`config.mk`:
```
export PLATFORM = sky130hd
export DESIGN_NAME = motion_magnitude_pace_meter_core_flat
export DESIGN_NICKNAME = d
export VERILOG_FILES = /design/src/hw/rtl/mmpm_pkg.sv /design/src/hw/rtl/mmpm_ifs.sv /design/src/hw/rtl/motion_magnitude_pace_meter_core.sv /design/src/flat_wrapper.sv
export SDC_FILE = /design/constraint.sdc
export NUM_CORES = 2
export LEC_CHECK = 0
export BUFFER_PORTS_ARGS = -buffer_cell sky130_fd_sc_hd__buf_2
export CORE_AREA = 2 2 304 306
export DETAILED_ROUTE_END_ITERATION = 8
export DIE_AREA = 0 0 306 308
export PLACE_DENSITY = 0.63
export SLEW_MARGIN = 40
export SYNTH_ARGS = -nofsm -noshare
export SYNTH_HDL_FRONTEND = slang
export SYNTH_SLANG_ARGS = --single-unit
```
`constraint.sdc`:
```
create_clock -name clk -period 9.4 [get_ports clk]
set_clock_uncertainty 0.05 [all_clocks]
set_input_delay 2.82 -clock clk [delete_from_list [all_inputs] [get_ports clk]]
set_output_delay 2.82 -clock clk [all_outputs]
set_load 0.005 [all_outputs]
```
`src/hw/rtl/mmpm_pkg.sv`:
```
`default_nettype none

package mmpm_pkg;

	localparam int TS_W        = 32;
	localparam int THR_W       = 16;
	localparam int OUT_TOTAL_W = 40;
	localparam int PACE_W      = 48;
	localparam int PACE_SHIFT  = 8;
	localparam int CFG_IDX_W   = 8;
	localparam int CFG_DATA_W  = 32;

	localparam logic [CFG_IDX_W-1:0] REG_MOTION_THRESHOLD = CFG_IDX_W'(0);
	localparam logic [CFG_IDX_W-1:0] REG_IDLE_TIMEOUT     = CFG_IDX_W'(1);

	localparam logic [THR_W-1:0] THR_RESET     = THR_W'(410);
	localparam logic [TS_W-1:0]  TIMEOUT_RESET = TS_W'(10000);

	typedef enum logic [2:0] {
		ST_IDLE,
		ST_EVAL,
		ST_MUL,
		ST_SQRT,
		ST_ACC,
		ST_DIV,
		ST_DONE
	} mmpm_state_t;

endpackage

`default_nettype wire

```
`src/hw/rtl/mmpm_ifs.sv`:
```
`default_nettype none

interface mmpm_sample_if import mmpm_pkg::*; #(
	parameter int SAMPLE_BITS = 16
) ();
	logic                          valid;
	logic                          ready;
	logic                          start_req;
	logic [TS_W-1:0]               timestamp_ms;
	logic signed [SAMPLE_BITS-1:0] accel_x;
	logic signed [SAMPLE_BITS-1:0] accel_y;
	logic signed [SAMPLE_BITS-1:0] accel_z;

	modport source (output valid, start_req, timestamp_ms, accel_x, accel_y, accel_z,
		input ready);
	modport sink (input valid, start_req, timestamp_ms, accel_x, accel_y, accel_z,
		output ready);
endinterface

interface mmpm_result_if import mmpm_pkg::*; ();
	logic                   valid;
	logic                   ready;
	logic [OUT_TOTAL_W-1:0] total_distance;
	logic [TS_W-1:0]        elapsed_ms;
	logic [PACE_W-1:0]      pace;
	logic                   distance_saturated;

	modport source (output valid, total_distance, elapsed_ms, pace, distance_saturated,
		input ready);
	modport sink (input valid, total_distance, elapsed_ms, pace, distance_saturated,
		output ready);
endinterface

interface mmpm_cfg_if import mmpm_pkg::*; ();
	logic                  valid;
	logic                  ready;
	logic [CFG_IDX_W-1:0]  index;
	logic [CFG_DATA_W-1:0] data;

	modport source (output valid, index, data, input ready);
	modport sink (input valid, index, data, output ready);
endinterface

`default_nettype wire

```
`src/hw/rtl/motion_magnitude_pace_meter_core.sv`:
```
`default_nettype none
// An ordinary sample runs from transfer through shift-add squaring and the restoring root
//   and one accumulate step before the core is ready for the next sample.
// A session-ending sample goes from evaluation straight to the pace divide, a restoring
//   divider that yields one quotient bit per cycle, and then waits to load its result.
// Throughput: one sample at a time; a waiting result holds off the input only when a second
//   session ends before the sink takes the first result.
// Reset: arst_n clears the session, the control state and the result slot at once.
module motion_magnitude_pace_meter_core import mmpm_pkg::*; #(
	parameter int SAMPLE_BITS = 16,
	parameter int TOTAL_BITS  = 40
) (
	input  wire logic      clk,
	input  wire logic      arst_n,
	mmpm_sample_if.sink    sample,
	mmpm_result_if.source  result,
	mmpm_cfg_if.sink       cfg
);

	// Width plan: deltas fit SAMPLE_BITS unsigned, three squares sum in 2*AW+2 bits,
	// the root in AW+1 bits. The pace dividend is the total shifted up by eight.
	localparam int AW  = SAMPLE_BITS;
	localparam int SQW = 2 * AW + 2;
	localparam int RTW = AW + 1;
	localparam int RMW = AW + 4;
	localparam int DW  = TOTAL_BITS + PACE_SHIFT;
	localparam int CW  = $clog2(DW + 1);
	localparam int MW  = (RTW > TOTAL_BITS) ? RTW : TOTAL_BITS;
	localparam int TW  = (AW > THR_W) ? AW : THR_W;

	mmpm_state_t state_q, state_d;

	// configuration
	logic [THR_W-1:0] thr_q;
	logic [TS_W-1:0]  timeout_q;

	// session state
	logic                   active_q;
	logic [TS_W-1:0]        start_time_q;
	logic [TS_W-1:0]        motion_time_q;
	logic [AW-1:0]          prev_x_q, prev_y_q, prev_z_q;
	logic [TOTAL_BITS-1:0]  total_q;
	logic                   sat_q;

	// captured sample
	logic            start_q;
	logic [TS_W-1:0] ts_q;
	logic [AW-1:0]   x_q, y_q, z_q;

	// serial datapath
	logic [CW-1:0]   cnt_q;
	logic [AW-1:0]   ax_q, ay_q, az_q;
	logic [AW-1:0]   mx_q, my_q, mz_q;
	logic [SQW-1:0]  acc_q;
	logic [RMW-1:0]  rem_q;
	logic [RTW-1:0]  root_q;
	logic [TS_W-1:0] elapsed_q;
	logic [DW-1:0]   dvd_q;
	logic [TS_W-1:0] drem_q;
	logic [PACE_W-1:0] quo_q;
	logic            ovf_q;

	// result slot
	logic                   res_valid_q;
	logic [OUT_TOTAL_W-1:0] res_total_q;
	logic [TS_W-1:0]        res_elapsed_q;
	logic [PACE_W-1:0]      res_pace_q;
	logic                   res_sat_q;

	logic sample_take, res_load;
	logic mul_last, sqrt_last, div_last;

	assign cfg.ready   = 1'b1;
	assign sample_take = sample.valid && sample.ready;
	assign mul_last    = (cnt_q == CW'(AW - 1));
	assign sqrt_last   = (cnt_q == CW'(AW));
	assign div_last    = (cnt_q == CW'(DW - 1));

	// ---- decision for the captured sample
	logic [TS_W-1:0] idle_gap, elapsed_now;
	logic            timed_out;
	assign idle_gap    = ts_q - motion_time_q;
	assign elapsed_now = ts_q - start_time_q;
	assign timed_out   = idle_gap > timeout_q;

	// ---- absolute axis deltas, one sign bit wider for the subtract
	logic [AW:0]   dx, dy, dz, dxn, dyn, dzn;
	logic [AW-1:0] abs_x, abs_y, abs_z;
	logic          moved;
	assign dx  = {x_q[AW-1], x_q} - {prev_x_q[AW-1], prev_x_q};
	assign dy  = {y_q[AW-1], y_q} - {prev_y_q[AW-1], prev_y_q};
	assign dz  = {z_q[AW-1], z_q} - {prev_z_q[AW-1], prev_z_q};
	assign dxn = -dx;
	assign dyn = -dy;
	assign dzn = -dz;
	assign abs_x = dx[AW] ? dxn[AW-1:0] : dx[AW-1:0];
	assign abs_y = dy[AW] ? dyn[AW-1:0] : dy[AW-1:0];
	assign abs_z = dz[AW] ? dzn[AW-1:0] : dz[AW-1:0];
	assign moved = (TW'(abs_x) > TW'(thr_q)) || (TW'(abs_y) > TW'(thr_q)) ||
		(TW'(abs_z) > TW'(thr_q));

	// ---- squaring: MSB-first shift-add, one multiplier bit of each axis per cycle
	logic [SQW-1:0] acc_mul;
	assign acc_mul = {acc_q[SQW-2:0], 1'b0}
		+ (mx_q[AW-1] ? SQW'(ax_q) : SQW'(0))
		+ (my_q[AW-1] ? SQW'(ay_q) : SQW'(0))
		+ (mz_q[AW-1] ? SQW'(az_q) : SQW'(0));

	// ---- root: two radicand bits per cycle, restoring
	logic [RMW-1:0] rem_shift, trial;
	logic           root_bit;
	assign rem_shift = {rem_q[RMW-3:0], acc_q[SQW-1:SQW-2]};
	assign trial     = RMW'({root_q, 2'b01});
	assign root_bit  = rem_shift >= trial;

	// ---- saturating add: headroom is the bitwise complement of the total
	logic [TOTAL_BITS-1:0] headroom;
	logic                  hit_max;
	assign headroom = ~total_q;
	assign hit_max  = MW'(root_q) >= MW'(headroom);

	// ---- pace divide: one quotient bit per cycle
	logic [TS_W:0] dtrial;
	logic          qbit, high_bit;
	assign dtrial   = {drem_q, dvd_q[DW-1]};
	assign qbit     = dtrial >= {1'b0, elapsed_q};
	assign high_bit = (int'(cnt_q) + PACE_W) < DW;

	// ---- next state
	always_comb begin
		state_d = state_q;
		case (state_q)
			ST_IDLE: begin
				if (sample_take) state_d = ST_EVAL;
			end
			ST_EVAL: begin
				if (start_q || !active_q) state_d = ST_IDLE;
				else if (timed_out) state_d = ST_DIV;
				else state_d = ST_MUL;
			end
			ST_MUL: begin
				if (mul_last) state_d = ST_SQRT;
			end
			ST_SQRT: begin
				if (sqrt_last) state_d = ST_ACC;
			end
			ST_ACC: begin
				state_d = ST_IDLE;
			end
			ST_DIV: begin
				if (div_last) state_d = ST_DONE;
			end
			ST_DONE: begin
				if (res_load) state_d = ST_IDLE;
			end
			default: begin
				state_d = ST_IDLE;
			end
		endcase
	end

	// ---- handshake outputs
	always_comb begin
		sample.ready = (state_q == ST_IDLE);
		res_load     = (state_q == ST_DONE) && (!res_valid_q || result.ready);
	end

	always_ff @(posedge clk or negedge arst_n) begin
		if (!arst_n) state_q <= ST_IDLE;
		else state_q <= state_d;
	end

	// configuration registers; unknown indexes drop
	always_ff @(posedge clk or negedge arst_n) begin
		if (!arst_n) begin
			thr_q     <= THR_RESET;
			timeout_q <= TIMEOUT_RESET;
		end else if (cfg.valid) begin
			case (cfg.index)
				REG_MOTION_THRESHOLD: thr_q <= cfg.data[THR_W-1:0];
				REG_IDLE_TIMEOUT:     timeout_q <= cfg.data[TS_W-1:0];
				default: ;
			endcase
		end
	end

	// capture the transfer
	always_ff @(posedge clk) begin
		if (sample_take) begin
			start_q <= sample.start_req;
			ts_q    <= sample.timestamp_ms;
			x_q     <= sample.accel_x;
			y_q     <= sample.accel_y;
			z_q     <= sample.accel_z;
		end
	end

	// session state
	always_ff @(posedge clk or negedge arst_n) begin
		if (!arst_n) begin
			active_q      <= 1'b0;
			start_time_q  <= '0;
			motion_time_q <= '0;
			prev_x_q      <= '0;
			prev_y_q      <= '0;
			prev_z_q      <= '0;
			total_q       <= '0;
			sat_q         <= 1'b0;
		end else begin
			if (state_q == ST_EVAL) begin
				if (start_q) begin
					active_q      <= 1'b1;
					start_time_q  <= ts_q;
					motion_time_q <= ts_q;
					prev_x_q      <= x_q;
					prev_y_q      <= y_q;
					prev_z_q      <= z_q;
					total_q       <= '0;
					sat_q         <= 1'b0;
				end else if (active_q) begin
					if (timed_out) begin
						active_q <= 1'b0;
					end else begin
						if (moved) motion_time_q <= ts_q;
						prev_x_q <= x_q;
						prev_y_q <= y_q;
						prev_z_q <= z_q;
					end
				end
			end
			if (state_q == ST_ACC) begin
				if (hit_max) begin
					total_q <= '1;
					sat_q   <= 1'b1;
				end else begin
					total_q <= total_q + TOTAL_BITS'(root_q);
				end
			end
		end
	end

	// step counter
	always_ff @(posedge clk or negedge arst_n) begin
		if (!arst_n) begin
			cnt_q <= '0;
		end else begin
			case (state_q)
				ST_MUL:  cnt_q <= mul_last ? '0 : cnt_q + CW'(1);
				ST_SQRT: cnt_q <= cnt_q + CW'(1);
				ST_DIV:  cnt_q <= cnt_q + CW'(1);
				default: cnt_q <= '0;
			endcase
		end
	end

	// serial datapath registers
	always_ff @(posedge clk) begin
		case (state_q)
			ST_EVAL: begin
				ax_q      <= abs_x;
				ay_q      <= abs_y;
				az_q      <= abs_z;
				mx_q      <= abs_x;
				my_q      <= abs_y;
				mz_q      <= abs_z;
				acc_q     <= '0;
				rem_q     <= '0;
				root_q    <= '0;
				elapsed_q <= elapsed_now;
				dvd_q     <= {total_q, PACE_SHIFT'(0)};
				drem_q    <= '0;
				quo_q     <= '0;
				ovf_q     <= 1'b0;
			end
			ST_MUL: begin
				acc_q <= acc_mul;
				mx_q  <= {mx_q[AW-2:0], 1'b0};
				my_q  <= {my_q[AW-2:0], 1'b0};
				mz_q  <= {mz_q[AW-2:0], 1'b0};
			end
			ST_SQRT: begin
				acc_q  <= {acc_q[SQW-3:0], 2'b00};
				rem_q  <= root_bit ? rem_shift - trial : rem_shift;
				root_q <= {root_q[RTW-2:0], root_bit};
			end
			ST_DIV: begin
				dvd_q  <= {dvd_q[DW-2:0], 1'b0};
				drem_q <= qbit ? TS_W'(dtrial - {1'b0, elapsed_q}) : dtrial[TS_W-1:0];
				quo_q  <= {quo_q[PACE_W-2:0], qbit};
				if (qbit && high_bit) ovf_q <= 1'b1;
			end
			default: ;
		endcase
	end

	// result slot: hold until the sink takes the transfer
	always_ff @(posedge clk or negedge arst_n) begin
		if (!arst_n) res_valid_q <= 1'b0;
		else if (res_load) res_valid_q <= 1'b1;
		else if (result.ready) res_valid_q <= 1'b0;
	end

	always_ff @(posedge clk) begin
		if (res_load) begin
			res_total_q   <= OUT_TOTAL_W'(total_q);
			res_elapsed_q <= elapsed_q;
			// zero elapsed time or an overflowing quotient pins the pace at its maximum
			res_pace_q    <= (elapsed_q == '0 || ovf_q) ? '1 : quo_q;
			res_sat_q     <= sat_q;
		end
	end

	assign result.valid              = res_valid_q;
	assign result.total_distance     = res_total_q;
	assign result.elapsed_ms         = res_elapsed_q;
	assign result.pace               = res_pace_q;
	assign result.distance_saturated = res_sat_q;

	// ---- checks
	a_load_from_done: assert property (@(posedge clk) disable iff (!arst_n)
		$rose(res_valid_q) |-> $past(state_q) == ST_DONE)
		else $error("result slot filled outside the done state");

	a_end_from_eval: assert property (@(posedge clk) disable iff (!arst_n)
		$fell(active_q) |-> $past(state_q) == ST_EVAL)
		else $error("session closed outside evaluation");

	a_sat_means_max: assert property (@(posedge clk) disable iff (!arst_n)
		sat_q |-> &total_q)
		else $error("saturation flag set below the maximum total");

	a_total_update: assert property (@(posedge clk) disable iff (!arst_n)
		!$stable(total_q) |-> ($past(state_q) == ST_ACC || $past(state_q) == ST_EVAL))
		else $error("distance total moved outside accumulate or start");

endmodule

`default_nettype wire
```
`src/flat_wrapper.sv`:
```
// flat-port wrapper written by rule: the top's interface ports become plain ports
module motion_magnitude_pace_meter_core_flat import mmpm_pkg::*;
#(
	parameter int SAMPLE_BITS = 16,
	parameter int TOTAL_BITS  = 40
)
  (clk, arst_n, sample_valid, sample_start_req, sample_timestamp_ms, sample_accel_x, sample_accel_y, sample_accel_z, sample_ready, result_valid, result_total_distance, result_elapsed_ms, result_pace, result_distance_saturated, result_ready, cfg_valid, cfg_index, cfg_data, cfg_ready);
  mmpm_sample_if #(.SAMPLE_BITS(SAMPLE_BITS)) sample_i ();
  mmpm_result_if result_i ();
  mmpm_cfg_if cfg_i ();
  input  wire logic clk;
  input  wire logic arst_n;
  input wire logic [$bits(sample_i.valid)-1:0] sample_valid;
  input wire logic [$bits(sample_i.start_req)-1:0] sample_start_req;
  input wire logic [$bits(sample_i.timestamp_ms)-1:0] sample_timestamp_ms;
  input wire logic [$bits(sample_i.accel_x)-1:0] sample_accel_x;
  input wire logic [$bits(sample_i.accel_y)-1:0] sample_accel_y;
  input wire logic [$bits(sample_i.accel_z)-1:0] sample_accel_z;
  output wire logic [$bits(sample_i.ready)-1:0] sample_ready;
  output wire logic [$bits(result_i.valid)-1:0] result_valid;
  output wire logic [$bits(result_i.total_distance)-1:0] result_total_distance;
  output wire logic [$bits(result_i.elapsed_ms)-1:0] result_elapsed_ms;
  output wire logic [$bits(result_i.pace)-1:0] result_pace;
  output wire logic [$bits(result_i.distance_saturated)-1:0] result_distance_saturated;
  input wire logic [$bits(result_i.ready)-1:0] result_ready;
  input wire logic [$bits(cfg_i.valid)-1:0] cfg_valid;
  input wire logic [$bits(cfg_i.index)-1:0] cfg_index;
  input wire logic [$bits(cfg_i.data)-1:0] cfg_data;
  output wire logic [$bits(cfg_i.ready)-1:0] cfg_ready;
  assign sample_i.valid = sample_valid;
  assign sample_i.start_req = sample_start_req;
  assign sample_i.timestamp_ms = sample_timestamp_ms;
  assign sample_i.accel_x = sample_accel_x;
  assign sample_i.accel_y = sample_accel_y;
  assign sample_i.accel_z = sample_accel_z;
  assign sample_ready = sample_i.ready;
  assign result_valid = result_i.valid;
  assign result_total_distance = result_i.total_distance;
  assign result_elapsed_ms = result_i.elapsed_ms;
  assign result_pace = result_i.pace;
  assign result_distance_saturated = result_i.distance_saturated;
  assign result_i.ready = result_ready;
  assign cfg_i.valid = cfg_valid;
  assign cfg_i.index = cfg_index;
  assign cfg_i.data = cfg_data;
  assign cfg_ready = cfg_i.ready;
  motion_magnitude_pace_meter_core #(.SAMPLE_BITS(SAMPLE_BITS), .TOTAL_BITS(TOTAL_BITS)) u_core (.clk(clk), .arst_n(arst_n), .sample(sample_i), .result(result_i), .cfg(cfg_i));
endmodule
```
==> metrics list <==
- Outcome: complete, no violations
* Row count: 111
- Worst rel slew slack: 0.4800
- Counting every sink on the clock net gives 732.
- STA puts the critical path data required time at 9.87 ns.
* Psw: 0.007898 W
* Top-level port count: 250
- Power Internal: 0.01132 W
- After synthesis the cells add up to 40,680 µm².
- Transition time at the pin with the least slew margin: 0.7583 ns
- Die Footprint: 94,250 µm²
- Sequential element share of the synthesized area: 0.5145
* Wire length of the first global-routing pass: 145,300 µm
- After detailed routing, the number of vias per cell comes to 5.333.
- Final Critical Period: 6.215 ns
- Maximum fanout along the worst path: 32
- Total global-route track usage: 0.1923
- The count of nets left with antenna violations once routing finished came out at 0.
* WL final: 90,550 µm
* Final setup violation count: 0
- Comb pwr share: 0.533
* DRC violations left: 0
- The share of total power dissipated in the clock network is 0.171.
- Number of post-CTS setup repair buffers: 0
* CP arrival: 6.69 ns
* Post-route worst hold slack: 0.4025 ns
* Mean cell area of the mapped netlist: 10.87 µm²
- Summed over all layers, the global routing overflow is 0.
- Via count of the routed design: 27,980
- Number of synthesized flops with an enable pin: 520
- Post-CTS sizing: 0
- The max-slew violation count is 0.
- Max Buffers Root-to-Sink: 3
* Power density over the cells: 417.0 nW/µm²
* Distinct cell type count after synthesis: 85
- Async S/R FF share, synth: 0.2896
- Buffers placed on the I/O ports in this run total 248.
- After clock tree synthesis, the clock-pin slew on the worst setup and hold paths is 0.06 ns.
- TritonCTS built the clock tree.
- Fraction of final layout cells sized beyond drive strength 1: 0.1558
- Number of buffers added to fix hold violations after cts: 0
- The first detailed-routing pass ran for 5 iterations.
* Leakage power: 19.31 nW
* Dominant synthesized flop cell: edfxtp_1
* Final #Nets: 4,435
* Maximum frequency from static timing analysis: 160.9 MHz
* Initial antenna violation count: 9
- Reported max-cap violation count: 0
- CTS root buffer: clkbuf_16
* Pin count of the biggest net entering global routing: 109
- Level count of the clock H-tree: 3
- Summed over all nets, the half-perimeter wirelength after detailed placement is 65,600 µm.
- The die is 308 µm tall.
- Iteration-0 DRC count of the detailed router: 1,599
* Core area: 90,970 µm²
* Via count of the first global-routing pass: 27,120
- Worst vdd rail ir drop: 0.2027 mV
- Weighted congestion reported at the end of routability-driven placement: 0.8972
* Initial Util: 0.4472
* Worst min path class: reg2reg
- Part of the cycle the worst path needs: 0.6612
- Total negative slack for setup checks: 0 ns
* Post-synth net total: 4,190
- In the synthesized netlist, the number of instances is 3,744.
* Critical path startpoint category: register
- After filler insertion, the fill cell instance count of the layout stands at 8,130.
* Drt wl/cell: 17.26 µm
* Total CTS buffers: 82
* Hold Violations, Final: 0
* Switching power as a share of total power: 0.4110
* Sequential power share: 0.296
- Area growth syn-to-layout: 13.27%
* Clock latency at the later pin of the worst-skew pair: 0.66 ns
- Warning count from the yosys run: 0
- Worst-case register-to-register setup slack: 3.18 ns
* CP Capture Type: register
* Setup repair after global routing missed its margin: no
- Die X: 306 µm
- Number of register bits inferred by synthesis: 732
* Critical Setup Path Class: reg2reg
## worst paths after layout
path / start / endpoint / depth (start not counted)
setup / recovery: u_core.y_q[0] / u_core.motion_time_q[11] / 21
hold / removal: u_core.sat_q / u_core.result.distance_saturated / 0
setup reg to reg: u_core.y_q[0] / u_core.motion_time_q[11] / 21
hold reg to reg: u_core.sat_q / u_core.result.distance_saturated / 0
max in group asynchronous: arst_n / u_core.total_q[9] / 2
min in group asynchronous: arst_n / u_core.prev_z_q[4] / 1
## cell type report
| type | count | area (µm²) | share of cell area |
|---|---|---|---|
| antenna | 3 | 7.507 | 0.0001629 |
| clock buffer | 98 | 2132 | 0.04627 |
| clock inverter | 54 | 596.8 | 0.01295 |
| inverter | 308 | 1157 | 0.02511 |
| multi-input combinational | 2588 | 18260 | 0.3961 |
| sequential | 732 | 20940 | 0.4543 |
| tap | 1186 | 1484 | 0.03220 |
| timing repair buffer | 277 | 1514 | 0.03285 |
## worst max-delay path: stages (launching register included)
cell       delay, ns
edfxtp_1        0.34
inv_1           0.05
ha_1            0.21
fa_1            0.40
nand2b_1        0.18
a21oi_1         0.30
o22a_1          0.32
mux2i_4         0.27
nand3_2         0.10
or4_4           0.48
or4b_4          0.53
mux2_4          0.32
o2bb2ai_2       0.13
nor2_1          0.24
ha_1            0.18
nand4_1         0.09
or3_1           0.40
nor3_1          0.19
a21oi_1         0.09
o41ai_2         0.29
buf_4           0.46
mux2_2          0.40
## state kept, by name, summed over array words and instances (netlist names), 18 cells and up
name and count:
u_core.dvd_q 40, u_core.acc_q 34, u_core.rem_q 18, u_core.result.elapsed_ms 32
u_core.result.total_distance 40, u_core.total_q 40, u_core.quo_q 48, u_core.start_time_q 32
u_core.timeout_q 32, u_core.result.pace 48, u_core.ts_q 32, u_core.motion_time_q 32
u_core.drem_q 32, u_core.elapsed_q 32
## per-stage QoR
step / area, µm² / cells / setup slack (ns) / power [W] / utilization
final: 46080 / 5246 / 3.185 / 0.01922 / 0.5066
after detailed placement: 43320 / 5091 / 3.233 / 0.01595 / 0.4763
after floorplan: 40690 / 3744 / 1.201 / 0.01352 / -
after global routing: 46080 / 5244 / 2.745 / 0.02090 / 0.5065
after CTS: 46050 / 5243 / 3.187 / 0.01934 / 0.5063
after global placement: 43260 / 5089 / 3.299 / 0.01575 / 0.4755
## power by group through the flow
stage / Combinational [W] / Clock, W / Sequential, W
finish: 0.0102 / 0.00328 / 0.00570
global route: 0.0116 / 0.00349 / 0.00583
CTS: 0.0103 / 0.00337 / 0.00571
detailed placement: 0.0102 / 0 / 0.00576
global placement: 0.0100 / 0 / 0.00575
floorplan: 0.00800 / 0 / 0.00553
## cells in the mapped netlist (6+ instances only)
cell type | count | share of area
inv_1 | 308 | 0.028
clkbuf_1 | 101 | 0.0093
xnor2_1 | 148 | 0.032
xor2_1 | 62 | 0.013
a31oi_1 | 22 | 0.0034
a211oi_1 | 28 | 0.0052
nand2b_1 | 36 | 0.0055
or4_1 | 8 | 0.0015
or2_2 | 64 | 0.0098
nand2_1 | 438 | 0.040
o21ai_0 | 252 | 0.031
o31a_1 | 9 | 0.0019
o211ai_1 | 42 | 0.0078
o21bai_1 | 17 | 0.0031
fa_1 | 39 | 0.019
edfxtp_1 | 520 | 0.38
nor4b_1 | 6 | 0.0013
a21oi_1 | 178 | 0.022
ha_1 | 281 | 0.086
mux2i_1 | 30 | 0.0074
a31o_2 | 8 | 0.0017
and2_1 | 13 | 0.0020
nand3_1 | 90 | 0.011
dfrtp_1 | 202 | 0.12
a41oi_1 | 6 | 0.0013
o31ai_1 | 11 | 0.0020
nor4_1 | 21 | 0.0032
a21boi_0 | 11 | 0.0020
nor2_1 | 198 | 0.018
or3_1 | 11 | 0.0017
a211o_1 | 14 | 0.0030
nand4_1 | 37 | 0.0057
nor2b_1 | 35 | 0.0054
mux2_2 | 115 | 0.032
buf_1 | 13 | 0.0012
o311ai_0 | 13 | 0.0028
dfstp_2 | 10 | 0.0065
and3_1 | 75 | 0.012
a2111oi_0 | 6 | 0.0013
o21a_1 | 50 | 0.0092
a21o_1 | 83 | 0.015
nor3_1 | 44 | 0.0054
o41ai_1 | 7 | 0.0015
## placed cells by master, fill, tap and decap left out, drive strengths merged, types with 21 or more instances in the layout
cell	synthesis	routed
nand3	91	91
o21a	50	50
nand2b	36	36
nor2	198	198
edfxtp	520	520
mux2i	31	31
and3	75	75
mux2	116	116
inv	308	313
buf	15	276
nand4	37	37
xnor2	148	148
o21ai	255	255
a21o	83	83
o211ai	42	42
ha	281	281
nor2b	35	35
dfrtp	202	202
clkbuf	101	99
a21oi	178	178
nand2	438	438
fa	39	39
clkinv	0	35
a211oi	28	28
nor3	44	44
xor2	63	63
nor4	21	21
or2	64	64
a31oi	22	22
## layer usage
layer | vias to the layer above | part of all wire | track usage
met2 | 562 | 0.47 | 0.3207
met1 | 13340 | 0.46 | 0.2555
met5 | - | 0.00013 | 0
met3 | 146 | 0.043 | 0.02927
met4 | 2 | 0.034 | 0.06771
li1 | 13930 | - | -
## logic make-up after synthesis
family | after synthesis | synth area share
compound gates | 810 | 0.1265
xor+xnor | 211 | 0.04589
simple gates | 1099 | 0.1278
other cells | 1 | 0.00009218
fa+ha+maj | 320 | 0.1056
flops | 732 | 0.5145
buf+inv | 424 | 0.03940
mux | 147 | 0.04014
(Power assumes the default switching activity.)
